<file path="src/hw/rtl/bpa_pkg.sv">
`default_nettype none

package bpa_pkg;

	localparam int MAX_PAGES  = 4096;
	localparam int WORD_BITS  = 64;
	localparam int WORDS      = MAX_PAGES / WORD_BITS;
	localparam int WADDR_W    = $clog2(WORDS);
	localparam int BIT_W      = $clog2(WORD_BITS);
	localparam int PIDX_W     = $clog2(MAX_PAGES);
	localparam int ADDR_W     = 48;
	localparam int COUNT_W    = 13;
	localparam int PAGE_SHIFT = 12;
	localparam int PAGE_NUM_W = ADDR_W - PAGE_SHIFT;
	localparam int GRP_BITS   = 8;
	localparam int GRPS       = WORD_BITS / GRP_BITS;
	localparam int GRP_W      = $clog2(GRP_BITS);
	localparam int GSEL_W     = $clog2(GRPS);

	typedef logic [ADDR_W-1:0]    addr_t;
	typedef logic [COUNT_W-1:0]   count_t;
	typedef logic [WORD_BITS-1:0] word_t;
	typedef logic [WADDR_W-1:0]   waddr_t;
	typedef logic [BIT_W-1:0]     bit_t;

	typedef enum logic [1:0] {
		ST_DONE    = 2'd0,
		ST_FULL    = 2'd1,
		ST_OUTSIDE = 2'd2
	} status_t;

	typedef enum logic {
		MODE_ALLOC = 1'b0,
		MODE_FREE  = 1'b1
	} mode_t;

	typedef enum logic {
		CFG_POOL_BASE  = 1'b0,
		CFG_POOL_PAGES = 1'b1
	} cfg_reg_t;

	typedef enum logic [2:0] {
		S_IDLE,
		S_SCAN,
		S_ALLOC_WR,
		S_FREE_CHK,
		S_FREE_WR,
		S_RESP
	} state_t;

	// lowest set bit, found per byte group then within the group
	function automatic bit_t lowest_set(input word_t v);
		logic [GRPS-1:0]     any;
		logic [GSEL_W-1:0]   gsel;
		logic [GRP_BITS-1:0] grp;
		logic [GRP_W-1:0]    lo;
		int                  g;
		int                  b;
		for (g = 0; g < GRPS; g++) begin
			any[g] = |v[g*GRP_BITS +: GRP_BITS];
		end
		gsel = '0;
		for (g = GRPS - 1; g >= 0; g--) begin
			if (any[g]) begin
				gsel = GSEL_W'(g);
			end
		end
		grp = v[gsel*GRP_BITS +: GRP_BITS];
		lo = '0;
		for (b = GRP_BITS - 1; b >= 0; b--) begin
			if (grp[b]) begin
				lo = GRP_W'(b);
			end
		end
		return {gsel, lo};
	endfunction

endpackage

`default_nettype wire

</file>
<file path="src/hw/rtl/bpa_ifs.sv">
`default_nettype none

interface bpa_req_if;
	import bpa_pkg::*;
	logic  valid;
	logic  ready;
	logic  mode;
	addr_t release_address;
	modport source (output valid, output mode, output release_address, input ready);
	modport sink (input valid, input mode, input release_address, output ready);
endinterface

interface bpa_rsp_if;
	import bpa_pkg::*;
	logic    valid;
	logic    ready;
	addr_t   granted_address;
	status_t status;
	count_t  pages_in_use;
	modport source (output valid, output granted_address, output status,
		output pages_in_use, input ready);
	modport sink (input valid, input granted_address, input status,
		input pages_in_use, output ready);
endinterface

interface bpa_cfg_if;
	import bpa_pkg::*;
	logic     valid;
	logic     ready;
	cfg_reg_t index;
	addr_t    data;
	modport source (output valid, output index, output data, input ready);
	modport sink (input valid, input index, input data, output ready);
endinterface

`default_nettype wire

</file>
<file path="src/hw/rtl/bitmap_page_allocator_top.sv">
`default_nettype none

// First-fit page frame allocator over a 4096-bit usage bitmap held as 64 words of
// 64 bits in a single-port-read memory. An allocate beat scans the words one per
// cycle through one shared find-lowest-clear unit; its steps are accept, scan,
// write-back and response, with no write-back when the pool is full and no scan
// for an empty pool. A free beat steps through offset, read, clear and response,
// skipping the clear when the address lies outside the pool. One request is in
// flight at a time and the request side is not ready meanwhile; a finished result sits
// in an output register so the next request may start before it is taken. Each bitmap
// word has a valid flag cleared by reset, so the bitmap reads as all free at once.
// Configuration writes are always accepted and should only be issued while idle.
module bitmap_page_allocator_top (
	input  wire logic  clk,
	input  wire logic  arst_n,
	bpa_req_if.sink    req,
	bpa_rsp_if.source  rsp,
	bpa_cfg_if.sink    cfg
);
	import bpa_pkg::*;

	state_t           state_q;
	state_t           state_d;
	addr_t            pool_base_q;
	count_t           pool_pages_q;
	count_t           used_count_q;
	logic [WORDS-1:0] row_valid_q;
	logic             out_valid_q;
	addr_t            out_addr_q;
	status_t          out_status_q;
	count_t           out_count_q;

	word_t            mem [WORDS];
	word_t            rdata_q;
	logic             rrow_q;
	waddr_t           raddr;
	logic             mem_we;
	waddr_t           waddr;
	word_t            wdata;

	waddr_t                word_q;
	bit_t                  bit_q;
	word_t                 new_word_q;
	logic [PAGE_NUM_W-1:0] page_q;
	addr_t                 res_addr_q;
	status_t               res_status_q;

	logic   req_ready;
	count_t limit;
	count_t limit_m1;
	waddr_t last_word;
	bit_t   last_bit;
	word_t  rd_word;
	word_t  scan_mask;
	word_t  avail;
	logic   found;
	bit_t   hit_bit;
	bit_t   free_bit;
	waddr_t free_word;
	logic   free_set;
	logic   outside;
	logic   out_free;
	addr_t  offset;

	assign limit     = (pool_pages_q > COUNT_W'(MAX_PAGES)) ? COUNT_W'(MAX_PAGES) : pool_pages_q;
	assign limit_m1  = limit - COUNT_W'(1);
	assign last_word = limit_m1[PIDX_W-1:BIT_W];
	assign last_bit  = limit_m1[BIT_W-1:0];
	assign rd_word   = rrow_q ? rdata_q : '0;
	assign scan_mask = (word_q == last_word) ?
		({WORD_BITS{1'b1}} >> (BIT_W'(WORD_BITS - 1) - last_bit)) : '1;
	assign avail     = ~rd_word & scan_mask;
	assign found     = |avail;
	assign hit_bit   = lowest_set(avail);
	assign free_bit  = page_q[BIT_W-1:0];
	assign free_word = page_q[PIDX_W-1:BIT_W];
	assign free_set  = rd_word[free_bit];
	assign outside   = page_q >= PAGE_NUM_W'(limit);
	assign out_free  = !out_valid_q || rsp.ready;
	assign offset    = req.release_address - pool_base_q;

	assign req.ready           = req_ready;
	assign cfg.ready           = 1'b1;
	assign rsp.valid           = out_valid_q;
	assign rsp.granted_address = out_addr_q;
	assign rsp.status          = out_status_q;
	assign rsp.pages_in_use    = out_count_q;

	always_comb begin
		state_d   = state_q;
		req_ready = 1'b0;
		raddr     = WADDR_W'(word_q + WADDR_W'(1));
		mem_we    = 1'b0;
		waddr     = word_q;
		wdata     = new_word_q;
		unique case (state_q)
			S_IDLE: begin
				req_ready = 1'b1;
				raddr     = '0;
				if (req.valid) begin
					if (req.mode == MODE_FREE) begin
						state_d = S_FREE_CHK;
					end else if (limit == '0) begin
						state_d = S_RESP;
					end else begin
						state_d = S_SCAN;
					end
				end
			end
			S_SCAN: begin
				if (found) begin
					state_d = S_ALLOC_WR;
				end else if (word_q == last_word) begin
					state_d = S_RESP;
				end
			end
			S_ALLOC_WR: begin
				mem_we  = 1'b1;
				state_d = S_RESP;
			end
			S_FREE_CHK: begin
				raddr   = free_word;
				state_d = outside ? S_RESP : S_FREE_WR;
			end
			S_FREE_WR: begin
				mem_we  = free_set;
				waddr   = free_word;
				wdata   = rd_word & ~(word_t'(1) << free_bit);
				state_d = S_RESP;
			end
			S_RESP: begin
				if (out_free) begin
					state_d = S_IDLE;
				end
			end
			default: begin
				state_d = S_IDLE;
			end
		endcase
	end

	always_ff @(posedge clk or negedge arst_n) begin
		if (!arst_n) begin
			state_q      <= S_IDLE;
			pool_base_q  <= '0;
			pool_pages_q <= '0;
			used_count_q <= '0;
			row_valid_q  <= '0;
			out_valid_q  <= 1'b0;
		end else begin
			state_q <= state_d;
			if (cfg.valid) begin
				unique case (cfg.index)
					CFG_POOL_BASE:  pool_base_q  <= cfg.data;
					CFG_POOL_PAGES: pool_pages_q <= cfg.data[COUNT_W-1:0];
					default: ;
				endcase
			end
			if (state_q == S_ALLOC_WR) begin
				row_valid_q[word_q] <= 1'b1;
				used_count_q        <= used_count_q + COUNT_W'(1);
			end
			if (state_q == S_FREE_WR && free_set && used_count_q != '0) begin
				used_count_q <= used_count_q - COUNT_W'(1);
			end
			if (state_q == S_RESP && out_free) begin
				out_valid_q <= 1'b1;
			end else if (rsp.valid && rsp.ready) begin
				out_valid_q <= 1'b0;
			end
		end
	end

	// bitmap memory, registered read
	always_ff @(posedge clk) begin
		rdata_q <= mem[raddr];
		rrow_q  <= row_valid_q[raddr];
		if (mem_we) begin
			mem[waddr] <= wdata;
		end
	end

	always_ff @(posedge clk) begin
		unique case (state_q)
			S_IDLE: begin
				word_q       <= '0;
				page_q       <= offset[ADDR_W-1:PAGE_SHIFT];
				res_addr_q   <= '0;
				res_status_q <= (req.mode == MODE_ALLOC && limit == '0) ? ST_FULL : ST_DONE;
			end
			S_SCAN: begin
				if (found) begin
					bit_q      <= hit_bit;
					new_word_q <= rd_word | (word_t'(1) << hit_bit);
				end else if (word_q == last_word) begin
					res_status_q <= ST_FULL;
				end else begin
					word_q <= WADDR_W'(word_q + WADDR_W'(1));
				end
			end
			S_ALLOC_WR: begin
				res_addr_q   <= pool_base_q + (ADDR_W'({word_q, bit_q}) << PAGE_SHIFT);
				res_status_q <= ST_DONE;
			end
			S_FREE_CHK: begin
				res_status_q <= outside ? ST_OUTSIDE : ST_DONE;
			end
			S_FREE_WR: ;
			S_RESP: begin
				if (out_free) begin
					out_addr_q   <= res_addr_q;
					out_status_q <= res_status_q;
					out_count_q  <= used_count_q;
				end
			end
			default: ;
		endcase
	end

endmodule

`default_nettype wire
</file>
<file path="src/flat_wrapper.sv">
// flat-port wrapper written by rule: the top's interface ports become plain ports
module bitmap_page_allocator_top_flat import bpa_pkg::*;
  (clk, arst_n, req_valid, req_mode, req_release_address, req_ready, rsp_valid, rsp_granted_address, rsp_status, rsp_pages_in_use, rsp_ready, cfg_valid, cfg_index, cfg_data, cfg_ready);
  bpa_req_if req_i ();
  bpa_rsp_if rsp_i ();
  bpa_cfg_if cfg_i ();
  input  wire logic clk;
  input  wire logic arst_n;
  input wire logic [$bits(req_i.valid)-1:0] req_valid;
  input wire logic [$bits(req_i.mode)-1:0] req_mode;
  input wire logic [$bits(req_i.release_address)-1:0] req_release_address;
  output wire logic [$bits(req_i.ready)-1:0] req_ready;
  output wire logic [$bits(rsp_i.valid)-1:0] rsp_valid;
  output wire logic [$bits(rsp_i.granted_address)-1:0] rsp_granted_address;
  output wire logic [$bits(rsp_i.status)-1:0] rsp_status;
  output wire logic [$bits(rsp_i.pages_in_use)-1:0] rsp_pages_in_use;
  input wire logic [$bits(rsp_i.ready)-1:0] rsp_ready;
  input wire logic [$bits(cfg_i.valid)-1:0] cfg_valid;
  input wire logic [$bits(cfg_i.index)-1:0] cfg_index;
  input wire logic [$bits(cfg_i.data)-1:0] cfg_data;
  output wire logic [$bits(cfg_i.ready)-1:0] cfg_ready;
  assign req_i.valid = req_valid;
  assign req_i.mode = req_mode;
  assign req_i.release_address = req_release_address;
  assign req_ready = req_i.ready;
  assign rsp_valid = rsp_i.valid;
  assign rsp_granted_address = rsp_i.granted_address;
  assign rsp_status = rsp_i.status;
  assign rsp_pages_in_use = rsp_i.pages_in_use;
  assign rsp_i.ready = rsp_ready;
  assign cfg_i.valid = cfg_valid;
  assign cfg_i.index = cfg_index;
  assign cfg_i.data = cfg_data;
  assign cfg_ready = cfg_i.ready;
  bitmap_page_allocator_top u_core (.clk(clk), .arst_n(arst_n), .req(req_i), .rsp(rsp_i), .cfg(cfg_i));
endmodule
</file>
<file path="config.mk">
export PLATFORM = sky130hd
export DESIGN_NAME = bitmap_page_allocator_top_flat
export DESIGN_NICKNAME = d
export VERILOG_FILES = /design/src/hw/rtl/bpa_pkg.sv /design/src/hw/rtl/bpa_ifs.sv /design/src/hw/rtl/bitmap_page_allocator_top.sv /design/src/flat_wrapper.sv
export SDC_FILE = /design/constraint.sdc
export NUM_CORES = 2
export LEC_CHECK = 0
export ABC_AREA = 1
export BUFFER_PORTS_ARGS = -buffer_cell sky130_fd_sc_hd__buf_2
export CAP_MARGIN = 20
export CORE_MARGIN = 5
export CORE_UTILIZATION = 40
export DETAILED_ROUTE_END_ITERATION = 16
export PLACE_DENSITY = 0.52
export SYNTH_ARGS = -nofsm -noshare
export SYNTH_HDL_FRONTEND = slang
export SYNTH_SLANG_ARGS = --single-unit
export TNS_END_PERCENT = 5
</file>
<file path="constraint.sdc">
create_clock -name clk -period 10.47 [get_ports clk]
set_input_delay 2.094 -clock clk [delete_from_list [all_inputs] [get_ports clk]]
set_output_delay 2.094 -clock clk [all_outputs]
set_load 0.02 [all_outputs]
</file>
==> reports/metrics.yaml <==
grt_remaining_overflow: 0
clock_latency_ns: 1.03
start_util_pct: 40.18
grt-busiest-layer: "met2"
slowest_stage: "clkinv_1"
end_kind: "flip-flop"
grt_pass1_wl_um: 873800
hpwl_um: 327600
skew_ns: 0.05215
wl_um: 617900
dieArea_mm2: 0.4687
p_leak_uw: 0.06709
power_uw: 72740
status: "finished, final reports clean"
syn_avg_cell_area_um2: 12.61
dpl_cell_area_mm2: 0.1909
crit_type: "reg2reg"
root_buffer: "clkbuf_16"
synth-seq-area-share_pct: 73.95
syn_area_mm2: 0.1820
hold_buffers: 0
synthToLayoutAreaGrowth_pct: 12.85
setup-tns-final_ns: 0
detail_route.iter0.violations: 15250
grt_max_degree: 192
synth_top_cell_by_area: "edfxtp_1"
rsz0062_at_grt: "false"
route.vias.total: 123200
crit_buf_inv: 6
cts_buffers: 461
cts.repair.resized: 0
start_kind: "flip-flop"
maxCapViolations: 0
drc: 0
clock.fmax_ghz: 0.1333
hold_viol_final: 0
path_delay_family: "simple AND/OR/NAND/NOR gates"
layout_min_cycle_time_ns: 7.503
coreArea_mm2: 0.4531
met3_usage_pct: 4.059
rows: 247
timing.final.crit_share_pct: 71.66
critPathArrivalTime_ns: 8.32
clk_pin_slew_worst_paths_ns: 0.06
path_max_fanout: 32
peakVddDrop_v: 0.0004154
use_met1_pct: 36.61
timing.critical_path.mode_cell: "nand2_1"
synth-edff-count: 4321
synth-async-reset-ratio_pct: 3.136
cts_sinks: 4528
yosys-top-cells-area: "edfxtp_1 (71%), o21ai_0 (7.5%), nor2_1 (5.8%), o22ai_1 (3.6%), clkbuf_1 (2.0%)"
h-tree-depth: 5
met2_usage_pct: 39.78
ys_ff_latch: 4528
cts_setup_buffers: 0
cts_buffer_depth: 4
synth_cell_types: 64
required_ns: 11.29
register_area_mm2: 0.1346
io_buffers: 167
antenna_found_initial: 28
die_w_um: 684.6
fillers: 40900
first_pass_iters: 9
final_cell_area_mm2: 0.2054
hold_path.class: "reg2reg"
synth_ff_type: "edfxtp_1"
cts_tree: "built"
slew_viol_final: 0
io_pins: 169
gp_congestion: 0.9313
wl_per_cell_um: 29.70
yosys.area.top_type_share_pct: 71.28
track_usage_pct: 25.40
syn_inst: 14430
multiInputGateArea_mm2: 0.04333
cellPowerDensity_mw_per_mm2: 354.1
drive_gt1_share_pct: 9.220
tightest_slew_ns: 1.202
vias_per_cell: 5.925
ys_top_cells_by_count: "edfxtp_1 (4321), nor2_1 (2816), o21ai_0 (2739), o22ai_1 (1042), clkbuf_1 (948)"
drtAntennaViolNets: 0
max_slew_margin_pct: 19.85
finalNetCount: 14610
synth_most_common_cell: "edfxtp_1"
setup_viol: 0
first_global_vias: 115200
max_stage_delay_ns: 0.62
fp.dieH_um: 684.6
yosysWarnings: 0
[per-layer routing]
layer | up-vias | wire [um]
li1 | 53740 | -
met1 | 62730 | 263200
met2 | 5801 | 283100
met3 | 977 | 51990
met4 | 8 | 19560
met5 | - | 50
[placed cells by master, fill, tap and decap left out, types with 12 or more instances in the layout]
cell type / synthesis / layout
a21oi_1: 176 / 176
a31oi_1: 17 / 17
buf_12: 0 / 48
buf_2: 9 / 166
buf_4: 5 / 310
bufinv_16: 0 / 26
clkbuf_1: 948 / 124
clkbuf_16: 0 / 465
clkbuf_8: 0 / 17
clkinv_1: 6 / 104
clkinv_2: 0 / 88
dfrtp_1: 142 / 142
dfxtp_1: 65 / 64
edfxtp_1: 4321 / 4321
ha_1: 86 / 86
inv_1: 301 / 297
inv_6: 0 / 13
nand2_1: 694 / 651
nand2_2: 8 / 49
nand3_1: 376 / 376
nand4_1: 33 / 33
nor2_1: 2816 / 2755
nor2_2: 12 / 12
nor2_4: 4 / 65
nor3_1: 37 / 28
nor3_2: 3 / 12
nor4_1: 20 / 20
o211ai_1: 36 / 36
o21a_1: 18 / 18
o21ai_0: 2739 / 2731
o21ai_1: 33 / 36
o21bai_1: 40 / 40
o221ai_1: 258 / 258
o22ai_1: 1042 / 1037
o31ai_4: 0 / 14
xnor2_1: 16 / 16
xor2_1: 34 / 34
[stage by stage]
step                      worst slack (ns)  hold WS (ns)  cells  util, %
after floorplan                      2.982        0.4003  14430        -
after global placement               2.940        0.4005  19920    42.07
after detailed placement             3.016        0.4045  19930    42.13
after CTS                            2.953        0.4167  20790    45.32
after global routing                 2.267        0.4214  20790    45.34
final                                2.967        0.4166  20800    45.34
[power breakdown]
part	internal, uW	total [uW]	switching (uW)
Combinational	7780	32400	24600
Sequential	23800	24400	543
Clock	8920	16000	7070
[cells by family after synthesis]
logic type	after synthesis	synth area share (%)
other cells	1	0.002060
xor+xnor	51	0.2557
buf+inv	1323	2.767
fa+ha+maj	88	0.6131
compound gates	4411	13.60
flops	4528	73.95
simple gates	4029	8.813
[path summary, 6_finish.rpt]
kind | start | endpoint | slack, ns | cells past startpoint
worst min-delay path | u_core.res_addr_q[39] | u_core.rsp.granted_address[39] | 0.42 | 0
worst min register to register | u_core.res_addr_q[39] | u_core.rsp.granted_address[39] | 0.42 | 0
min in group asynchronous | arst_n | u_core.used_count_q[11] | 1.13 | 1
max in group asynchronous | arst_n | u_core.pool_base_q[20] | 7.96 | 2
worst max register to register | u_core.pool_pages_q[2] | u_core.new_word_q[55] | 2.97 | 35
worst max-delay path | u_core.pool_pages_q[2] | u_core.new_word_q[55] | 2.97 | 35
[flip-flops by register name, summed over array words and instances (netlist names), 3 cells and up]
signal and flops:
u_core.page_q 36, u_core.res_addr_q 48, u_core.rsp.pages_in_use 13, u_core.mem 4096, u_core.rsp.granted_address 48, u_core.bit_q 6
u_core.rdata_q 64, u_core.word_q 6, u_core.pool_pages_q 13, u_core.row_valid_q 64, u_core.used_count_q 13, u_core.state_q 3
u_core.pool_base_q 48, u_core.new_word_q 64
[final cells by class]
type,count,area share [%]
sequential,4528,65.53
multi-input combinational,8581,21.09
clock buffer,605,5.998
tap,5976,3.640
timing repair buffer,532,2.090
clock inverter,252,1.037
inverter,318,0.6042
antenna,10,0.01218
[worst reg2reg max path: cells and delay by family (launching register included)]
kind / cells / cell delay, ns
buffers and inverters: 6 / 1.91
AOI/OAI and AO/OA: 2 / 0.27
and+or+nand+nor: 26 / 4.47
DFF: 1 / 0.44
adders and majority gates: 1 / 0.26
(Power assumes the default switching activity.)
